==> src/hdl/tild_pkg.sv <==
// ----------------------------------------------------------------------------
// tild_pkg
// Shared types, constants and helper functions of the terminal input line
// discipline.
// ----------------------------------------------------------------------------
`default_nettype none

package tild_pkg;

  // Ring geometry. The ring holds at most BUF_DEPTH-1 bytes.
  localparam int BUF_DEPTH = 1024;
  localparam int PTR_W     = $clog2(BUF_DEPTH);
  localparam int LINES_W   = 16;
  localparam int RUB_W     = 11;
  localparam int CFG_IDX_W = 2;

  // Character constants.
  localparam logic [7:0] CH_NL       = 8'd10;
  localparam logic [7:0] CH_CR       = 8'd13;
  localparam logic [7:0] CH_SPACE    = 8'd32;
  localparam logic [7:0] CH_CARET    = 8'h5E;
  localparam logic [7:0] CH_DEL      = 8'd127;
  localparam logic [7:0] CH_UPPER_A  = 8'h41;
  localparam logic [7:0] CH_UPPER_Z  = 8'h5A;
  localparam logic [7:0] CASE_OFFSET = 8'd32;
  localparam logic [7:0] CTL_OFFSET  = 8'd64;

  // Configuration register indexes.
  localparam logic [CFG_IDX_W-1:0] REG_INPUT_FLAGS = 2'd0;
  localparam logic [CFG_IDX_W-1:0] REG_LOCAL_FLAGS = 2'd1;
  localparam logic [CFG_IDX_W-1:0] REG_CC_A        = 2'd2;
  localparam logic [CFG_IDX_W-1:0] REG_CC_B        = 2'd3;

  // Reset values of the configuration registers.
  localparam logic [4:0]  RST_INPUT_FLAGS = 5'd17;
  localparam logic [3:0]  RST_LOCAL_FLAGS = 4'd15;
  localparam logic [31:0] RST_CC_A        = 32'h157F_1C03;
  localparam logic [31:0] RST_CC_B        = 32'h1A13_1104;

  // Bit positions inside input_flags.
  localparam int IF_CRNL  = 0;
  localparam int IF_IGNCR = 1;
  localparam int IF_NLCR  = 2;
  localparam int IF_FOLD  = 3;
  localparam int IF_XON   = 4;

  // Bit positions inside local_flags.
  localparam int LF_CANON = 0;
  localparam int LF_SIG   = 1;
  localparam int LF_ECHO  = 2;
  localparam int LF_ECHOC = 3;

  // Byte slots inside the control character registers.
  localparam int CCA_INTR  = 0;
  localparam int CCA_QUIT  = 1;
  localparam int CCA_ERASE = 2;
  localparam int CCA_KILL  = 3;
  localparam int CCB_EOF   = 0;
  localparam int CCB_START = 1;
  localparam int CCB_STOP  = 2;
  localparam int CCB_SUSP  = 3;

  // Request codes.
  localparam logic REQ_RECV = 1'b0;
  localparam logic REQ_TAKE = 1'b1;

  // Signal codes.
  localparam logic [1:0] SIG_NONE = 2'd0;
  localparam logic [1:0] SIG_INTR = 2'd1;
  localparam logic [1:0] SIG_QUIT = 2'd2;
  localparam logic [1:0] SIG_SUSP = 2'd3;

  typedef struct packed {
    logic [4:0]  input_flags;
    logic [3:0]  local_flags;
    logic [31:0] cc_a;
    logic [31:0] cc_b;
  } cfg_t;

  typedef struct packed {
    logic             accepted;
    logic [7:0]       read_char;
    logic [1:0]       echo_count;
    logic [7:0]       echo_first;
    logic [7:0]       echo_second;
    logic [RUB_W-1:0] rubout_count;
    logic [1:0]       signal_code;
    logic             output_stopped;
    logic             write_kick;
    logic [9:0]       line_count;
  } res_t;

  function automatic logic [PTR_W-1:0] ptr_inc(input logic [PTR_W-1:0] p);
    return (p == PTR_W'(BUF_DEPTH - 1)) ? '0 : p + 1'b1;
  endfunction

  function automatic logic [PTR_W-1:0] ptr_dec(input logic [PTR_W-1:0] p);
    return (p == '0) ? PTR_W'(BUF_DEPTH - 1) : p - 1'b1;
  endfunction

  // A control character slot of zero never matches.
  function automatic logic cc_match(input logic [31:0] cc, input int n,
                                    input logic [7:0] c);
    logic [7:0] k;
    k = cc[8*n +: 8];
    return (k != 8'd0) && (k == c);
  endfunction

  function automatic logic is_ctl(input logic [7:0] c);
    return (c < CH_SPACE) || c[7];
  endfunction

endpackage

`default_nettype wire

==> src/hdl/tild_cfg_regs.sv <==
// ----------------------------------------------------------------------------
// tild_cfg_regs
// Configuration register file: flags and control characters.
// ----------------------------------------------------------------------------
`default_nettype none

module tild_cfg_regs (
  input  wire logic                           clk,
  input  wire logic                           rst_n,
  input  wire logic                           cfg_valid,
  output logic                                cfg_ready,
  input  wire logic [tild_pkg::CFG_IDX_W-1:0] cfg_index,
  input  wire logic [31:0]                    cfg_data,
  output tild_pkg::cfg_t                      cfg
);

  tild_pkg::cfg_t cfg_r;
  tild_pkg::cfg_t cfg_nxt;

  assign cfg_ready = 1'b1;
  assign cfg       = cfg_r;

  always_comb begin
    cfg_nxt = cfg_r;
    if (cfg_valid) begin
      unique case (cfg_index)
        tild_pkg::REG_INPUT_FLAGS: cfg_nxt.input_flags = cfg_data[4:0];
        tild_pkg::REG_LOCAL_FLAGS: cfg_nxt.local_flags = cfg_data[3:0];
        tild_pkg::REG_CC_A:        cfg_nxt.cc_a        = cfg_data;
        tild_pkg::REG_CC_B:        cfg_nxt.cc_b        = cfg_data;
        default:                   cfg_nxt             = cfg_r;
      endcase
    end
  end

  always_ff @(posedge clk) begin
    if (!rst_n) begin
      cfg_r.input_flags <= tild_pkg::RST_INPUT_FLAGS;
      cfg_r.local_flags <= tild_pkg::RST_LOCAL_FLAGS;
      cfg_r.cc_a        <= tild_pkg::RST_CC_A;
      cfg_r.cc_b        <= tild_pkg::RST_CC_B;
    end else begin
      cfg_r <= cfg_nxt;
    end
  end

endmodule

`default_nettype wire

==> config.mk <==
export PLATFORM = sky130hd
export DESIGN_NAME = tild_cfg_regs
export DESIGN_NICKNAME = d
export VERILOG_FILES = /design/src/hdl/tild_pkg.sv /design/src/hdl/tild_cfg_regs.sv
export SDC_FILE = /design/constraint.sdc
export NUM_CORES = 1
export LEC_CHECK = 0
export BUFFER_PORTS_ARGS = -buffer_cell sky130_fd_sc_hd__buf_2
export CORE_ASPECT_RATIO = 1.2
export CORE_UTILIZATION = 40
export CTS_CLUSTER_SIZE = 8
export DETAILED_ROUTE_END_ITERATION = 6
export PLACE_DENSITY_LB_ADDON = 0.1
export RECOVER_POWER = 100
export SYNTH_ARGS = -nofsm -noshare
export SYNTH_HDL_FRONTEND = slang
export SYNTH_SLANG_ARGS = --single-unit
==> constraint.sdc <==
create_clock -name clk -period 1.8 [get_ports clk]
set_input_delay 0.18 -clock clk [delete_from_list [all_inputs] [get_ports clk]]
set_output_delay 0.18 -clock clk [all_outputs]
set_load 0.005 [all_outputs]
* Word-level counts from Yosys, hierarchy flattened
Cells that the tools add are included.
Word-level totals: register bits after elaboration 73, bits in latches 0, bits in writable memories 0, bits in read-only memories 0, bits of input ports 37, output and inout bits 74, word-level logic and storage cells 12, memories kept 0
Operators by class: add/subtract/negate cells 0, $mul 0, divide/modulo/power cells 0, $lt $le $gt $ge 0, eq/ne operators 3, shift operators 0, multiplexer cells 0, bitwise operators 0, reductions and logical operators 5
Operators with widths (number):
- $reduce_and 2->1 | 4
- $eq 2x2->1 const B | 2
- $eq 2x1->1 const B | 1
- $logic_not 2->1 | 1

* Logic depth before layout (Yosys ltp)
depth in word-level cells 2, depth in mapped cells 5, gate-level depth less buffers 2

* Worst setup path before layout
Ideal clock, no wire load.
kind input to register, from input port cfg_valid, to register cfg_r, in the netlist cfg[72], setup time 0.120 ns, data arrival time 1.052 ns, data required time 1.680 ns, setup slack 0.628 ns, stages 4, buffers on the path 2, cell sequence buf_4 > or3b_1 > buf_6 > a211o_1
Between the ends: word-level cells in the longest chain between the ends 1
RTL lines:
- from (decl) | line tild_cfg_regs.sv:10 | input wire logic cfg_valid,
- $reduce_and 2->1 (no source line)
- to (signal assigned) | line tild_cfg_regs.sv:43 | cfg_r <= cfg_nxt;
- to (decl) | line tild_cfg_regs.sv:17 | tild_pkg::cfg_t cfg_r;
Every way passes these cells. A chain may end at the register's enable or synchronous reset.

* Worst setup path after layout
from input port cfg_index[1] in the netlist's numbering, to register cfg_r, in the netlist cfg[39]
Between the ends: word-level cells in the longest chain between the ends 2
RTL lines:
- from (decl) | line tild_cfg_regs.sv:12 | input wire logic [tild_pkg::CFG_IDX_W-1:0] cfg_index,
- $eq 2x2->1 | line tild_cfg_regs.sv:26 | unique case (cfg_index)
- $reduce_and 2->1 (no source line)
Every way passes these cells.

==> impl_metrics.json <==
{
  "critical_path.reg2reg.endpoint": "cfg[67]$_SDFFE_PN1P_",
  "critical_path_class": "in2reg",
  "net_switching_component_of_the_power_uw": 762.7,
  "global_route.usage.met2_pct": 26.07,
  "worst_r2r_startpoint": "cfg[67]$_SDFFE_PN1P_",
  "fin_tns_setup_ns": 0,
  "ioPinCount": 111,
  "synth_cell_type_count": 21,
  "detailedPlacementHpwl_um": 4506,
  "setup_fix_bufs_post_cts": 0,
  "min_path_cells": 3,
  "first_global_vias": 1980,
  "number_of_drc_markers_in_iteration_0": 73,
  "vdd_ir_drop_max_v": 0.0004948,
  "max_cap_viol_count": 0,
  "clock_tree.root_cell": "sky130_fd_sc_hd__clkbuf_8",
  "setup_repair_after_global_routing_missed_its_margin": "no",
  "multi_input_comb_area_um2": 1270,
  "grt_antenna_before_repair": 0,
  "cts_resized": 0,
  "finalWeightedCongestion": 0.7265,
  "synth_area_per_cell_um2": 9.766,
  "cts_tree": "yes",
  "period_utilization_post_route_pct": 77.08,
  "worst-path-buf-inv": 2,
  "postSynthCellCount": 298,
  "synth_nets": 335,
  "globalRoute.totalOverflow": 0,
  "finalSetupViolations": 0,
  "max_slew_margin_pct": 51.21,
  "ys_seq_elements": 73,
  "critical_path_arrival_ns": 1.65,
  "critPathLaunchType": "input port",
  "antenna-diode-count": 0,
  "clock_path_buffers": 2,
  "cts.htree.levels": 3,
  "num_vias": 2283,
  "regArea_um2": 1461,
  "fin_nets": 436,
  "post-route-cell-area_um2": 3636,
  "report.final.slew_viol_count": 0,
  "cpMaxStageDelayCell": "sky130_fd_sc_hd__clkbuf_1",
  "portBuffers": 109,
  "post-route-min-period_ns": 1.387,
  "met3_usage_in_global_routing_pct": 6.794,
  "end_kind": "flop",
  "min-delay-path-class": "in2reg",
  "finalHoldViolations": 0,
  "power.leakage_uw": 0.001662,
  "clock_buffers_created_by_tritoncts": 9,
  "gate_family_responsible_for_the_most_delay_along_the_worst_path": "buffers and inverters",
  "layout-drive-gt1-share_pct": 20.60,
  "worst-endpoint-required_ns": 2.06,
  "dieArea_um2": 7622,
  "hold_start": "cfg_data[18]",
  "critical-path-max-stage-delay_ns": 0.54,
  "count_of_yosys_warnings_during_synthesis": 0,
  "worst_pin_slew_ns": 0.7318,
  "run_status": "completed",
  "timing.reg2reg.setup_slack_ns": 1.14,
  "busiest_layer": "met2",
  "cp_cell_sequence": "clkbuf_1, and3b_2, buf_12, mux2i_1",
  "fin_util_pct": 52.42,
  "crit_path_max_fanout": 26,
  "cts_hold_buf": 0,
  "clkSlewWorstSetupHoldPaths_ns": 0.08,
  "combinationalPowerShare_pct": 9.8,
  "drt-vias-per-instance": 4.659,
  "die_w_um": 79.87,
  "postRouteAntennaNets": 0,
  "route.detailed.wl_per_inst_um": 13.30,
  "seq_power_share_pct": 53.2,
  "wl_um": 6519,
  "net_switching_share_of_the_total_power_pct": 23.74,
  "clock_skew_ns": 0,
  "power_per_cell_area_nw_per_um2": 883.6,
  "layout-area-overhead-vs-synth_pct": 24.94,
  "detail_route.drc_violations": 0,
  "clkSinkCount": 73,
  "grt_max_degree": 52,
  "initial_utilization_pct": 41.96,
  "depth_of_the_worst_register_to_register_path": 1,
  "grt_pass1_wl_um": 9998,
  "hold_slack_ns": 0.09835,
  "place_area_um2": 3521,
  "grt_util_met1_pct": 23.03,
  "end_point_of_the_worst_hold_path": "cfg[18]$_SDFFE_PN0P_",
  "placement_rows": 33,
  "fillerInstances": 666,
  "largest_register_ff_count": 73,
  "ys_seq_area_share_pct": 50.21,
  "syn-cell-area_um2": 2910,
  "placeableCoreArea_um2": 6937,
  "clockPowerShare_pct": 37.0,
  "internal_power_uw": 2450,
  "source_to_sink_clock_delay_at_the_later_pin_of_the_worst_skew_pair_ns": 0.33,
  "fmax_mhz": 720.7,
  "detail_route.first_pass.iterations": 4,
  "chipHeight_um": 95.44,
  "track_usage_pct": 17.37
}
[worst max path at each step]
stage / cells past startpoint / slack (ns) / from / end
floorplan: 4 / 0.63 / cfg_valid / cfg[72]$_SDFFE_PN1P_
global placement: 3 / 0.43 / cfg_valid / cfg[72]$_SDFFE_PN1P_
detailed placement: 4 / 0.39 / cfg_valid / cfg[60]$_SDFFE_PN1P_
CTS: 4 / 0.74 / cfg_valid / cfg[60]$_SDFFE_PN1P_
global route: 4 / 0.37 / cfg_index[1] / cfg[48]$_SDFFE_PN1P_
finish: 4 / 0.41 / cfg_index[1] / cfg[39]$_SDFFE_PN0P_
[final cells by class]
cell class                      count  share of cell area, %
Clock inverter                      4                  1.239
Clock buffer                       11                  3.613
Tap cell                           87                  2.994
Multi-Input combinational cell    187                  34.93
Sequential cell                    73                  40.19
Timing Repair Buffer              116                  15.79
Inverter                           12                  1.239
[tightest hold or removal path, stage by stage]
cell and delay [ns]:
sky130_fd_sc_hd__buf_2 0.11, sky130_fd_sc_hd__nand2_1 0.05, sky130_fd_sc_hd__mux2i_1 0.05
[per-layer routing]
layer	wire [um]	share of wire [%]
met3	373	5.7
met4	50	0.77
met5	0	0
met2	2932	45
met1	3162	49
[cells in the final DEF, fill, tap and decap left out]
master	netlist	final
sky130_fd_sc_hd__a211o_1	2	2
sky130_fd_sc_hd__and3_1	1	1
sky130_fd_sc_hd__and3b_2	0	1
sky130_fd_sc_hd__and4b_1	1	1
sky130_fd_sc_hd__buf_12	0	3
sky130_fd_sc_hd__buf_2	6	63
sky130_fd_sc_hd__buf_4	6	3
sky130_fd_sc_hd__bufinv_16	0	1
sky130_fd_sc_hd__clkbuf_1	13	49
sky130_fd_sc_hd__clkbuf_8	0	9
sky130_fd_sc_hd__clkinv_2	0	3
sky130_fd_sc_hd__conb_1	1	1
sky130_fd_sc_hd__dfxtp_1	73	73
sky130_fd_sc_hd__inv_1	12	12
sky130_fd_sc_hd__mux2i_1	60	60
sky130_fd_sc_hd__nand2_1	70	70
sky130_fd_sc_hd__nand3_1	1	1
sky130_fd_sc_hd__nand3b_1	1	1
sky130_fd_sc_hd__nand4_1	3	3
sky130_fd_sc_hd__nand4b_1	8	8
sky130_fd_sc_hd__nor2b_1	25	25
sky130_fd_sc_hd__nor4bb_1	1	1
sky130_fd_sc_hd__o211ai_1	11	11
sky130_fd_sc_hd__or3b_1	1	1
[power by group through the flow]
stage	clock (uW)	sequential (uW)	combinational (uW)
floorplan	0	1750	177
global placement	0	1740	326
detailed placement	0	1740	330
CTS	1220	1710	331
global route	1320	1710	351
finish	1190	1710	316
[cells by family (layout without fill, tap and decap cells)]
family | count (synthesis) | in the layout | share of synthesized area [%]
AOI/OAI and AO/OA | 13 | 13 | 3.440
buffers and inverters | 38 | 143 | 6.191
other | 1 | 1 | 0.1289
and+or+nand+nor | 113 | 113 | 19.39
muxes | 60 | 60 | 20.64
DFF | 73 | 73 | 50.21
[synthesized netlist by cell type]
master / n / area [um^2]
sky130_fd_sc_hd__nand2_1: 70 / 262.8
sky130_fd_sc_hd__or3b_1: 1 / 8.760
sky130_fd_sc_hd__and3_1: 1 / 6.260
sky130_fd_sc_hd__conb_1: 1 / 3.750
sky130_fd_sc_hd__nand3_1: 1 / 5.000
sky130_fd_sc_hd__nand3b_1: 1 / 7.510
sky130_fd_sc_hd__and3b_1: 1 / 8.760
sky130_fd_sc_hd__mux2i_1: 60 / 600.6
sky130_fd_sc_hd__nand4_1: 3 / 18.77
sky130_fd_sc_hd__nand4b_1: 8 / 70.07
sky130_fd_sc_hd__o211ai_1: 11 / 82.58
sky130_fd_sc_hd__buf_4: 6 / 45.04
sky130_fd_sc_hd__and4b_1: 1 / 10.01
sky130_fd_sc_hd__dfxtp_1: 73 / 1461
sky130_fd_sc_hd__clkbuf_1: 13 / 48.80
sky130_fd_sc_hd__buf_6: 1 / 11.26
sky130_fd_sc_hd__buf_2: 6 / 30.03
sky130_fd_sc_hd__a211o_1: 2 / 17.52
sky130_fd_sc_hd__inv_1: 12 / 45.04
sky130_fd_sc_hd__nor2b_1: 25 / 156.4
sky130_fd_sc_hd__nor4bb_1: 1 / 10.01
[through the flow]
stage          std cells  setup slack, ns  total power [uW]
4_1_cts              490           0.7378              3262
3_3_place_gp         475           0.4302              2069
5_1_grt              490           0.3683              3389
6_report             490           0.4125              3213
3_5_place_dp         475           0.3939              2073
2_1_floorplan        298           0.6280              1927
Note: power is estimated with default switching activity, not from simulation.
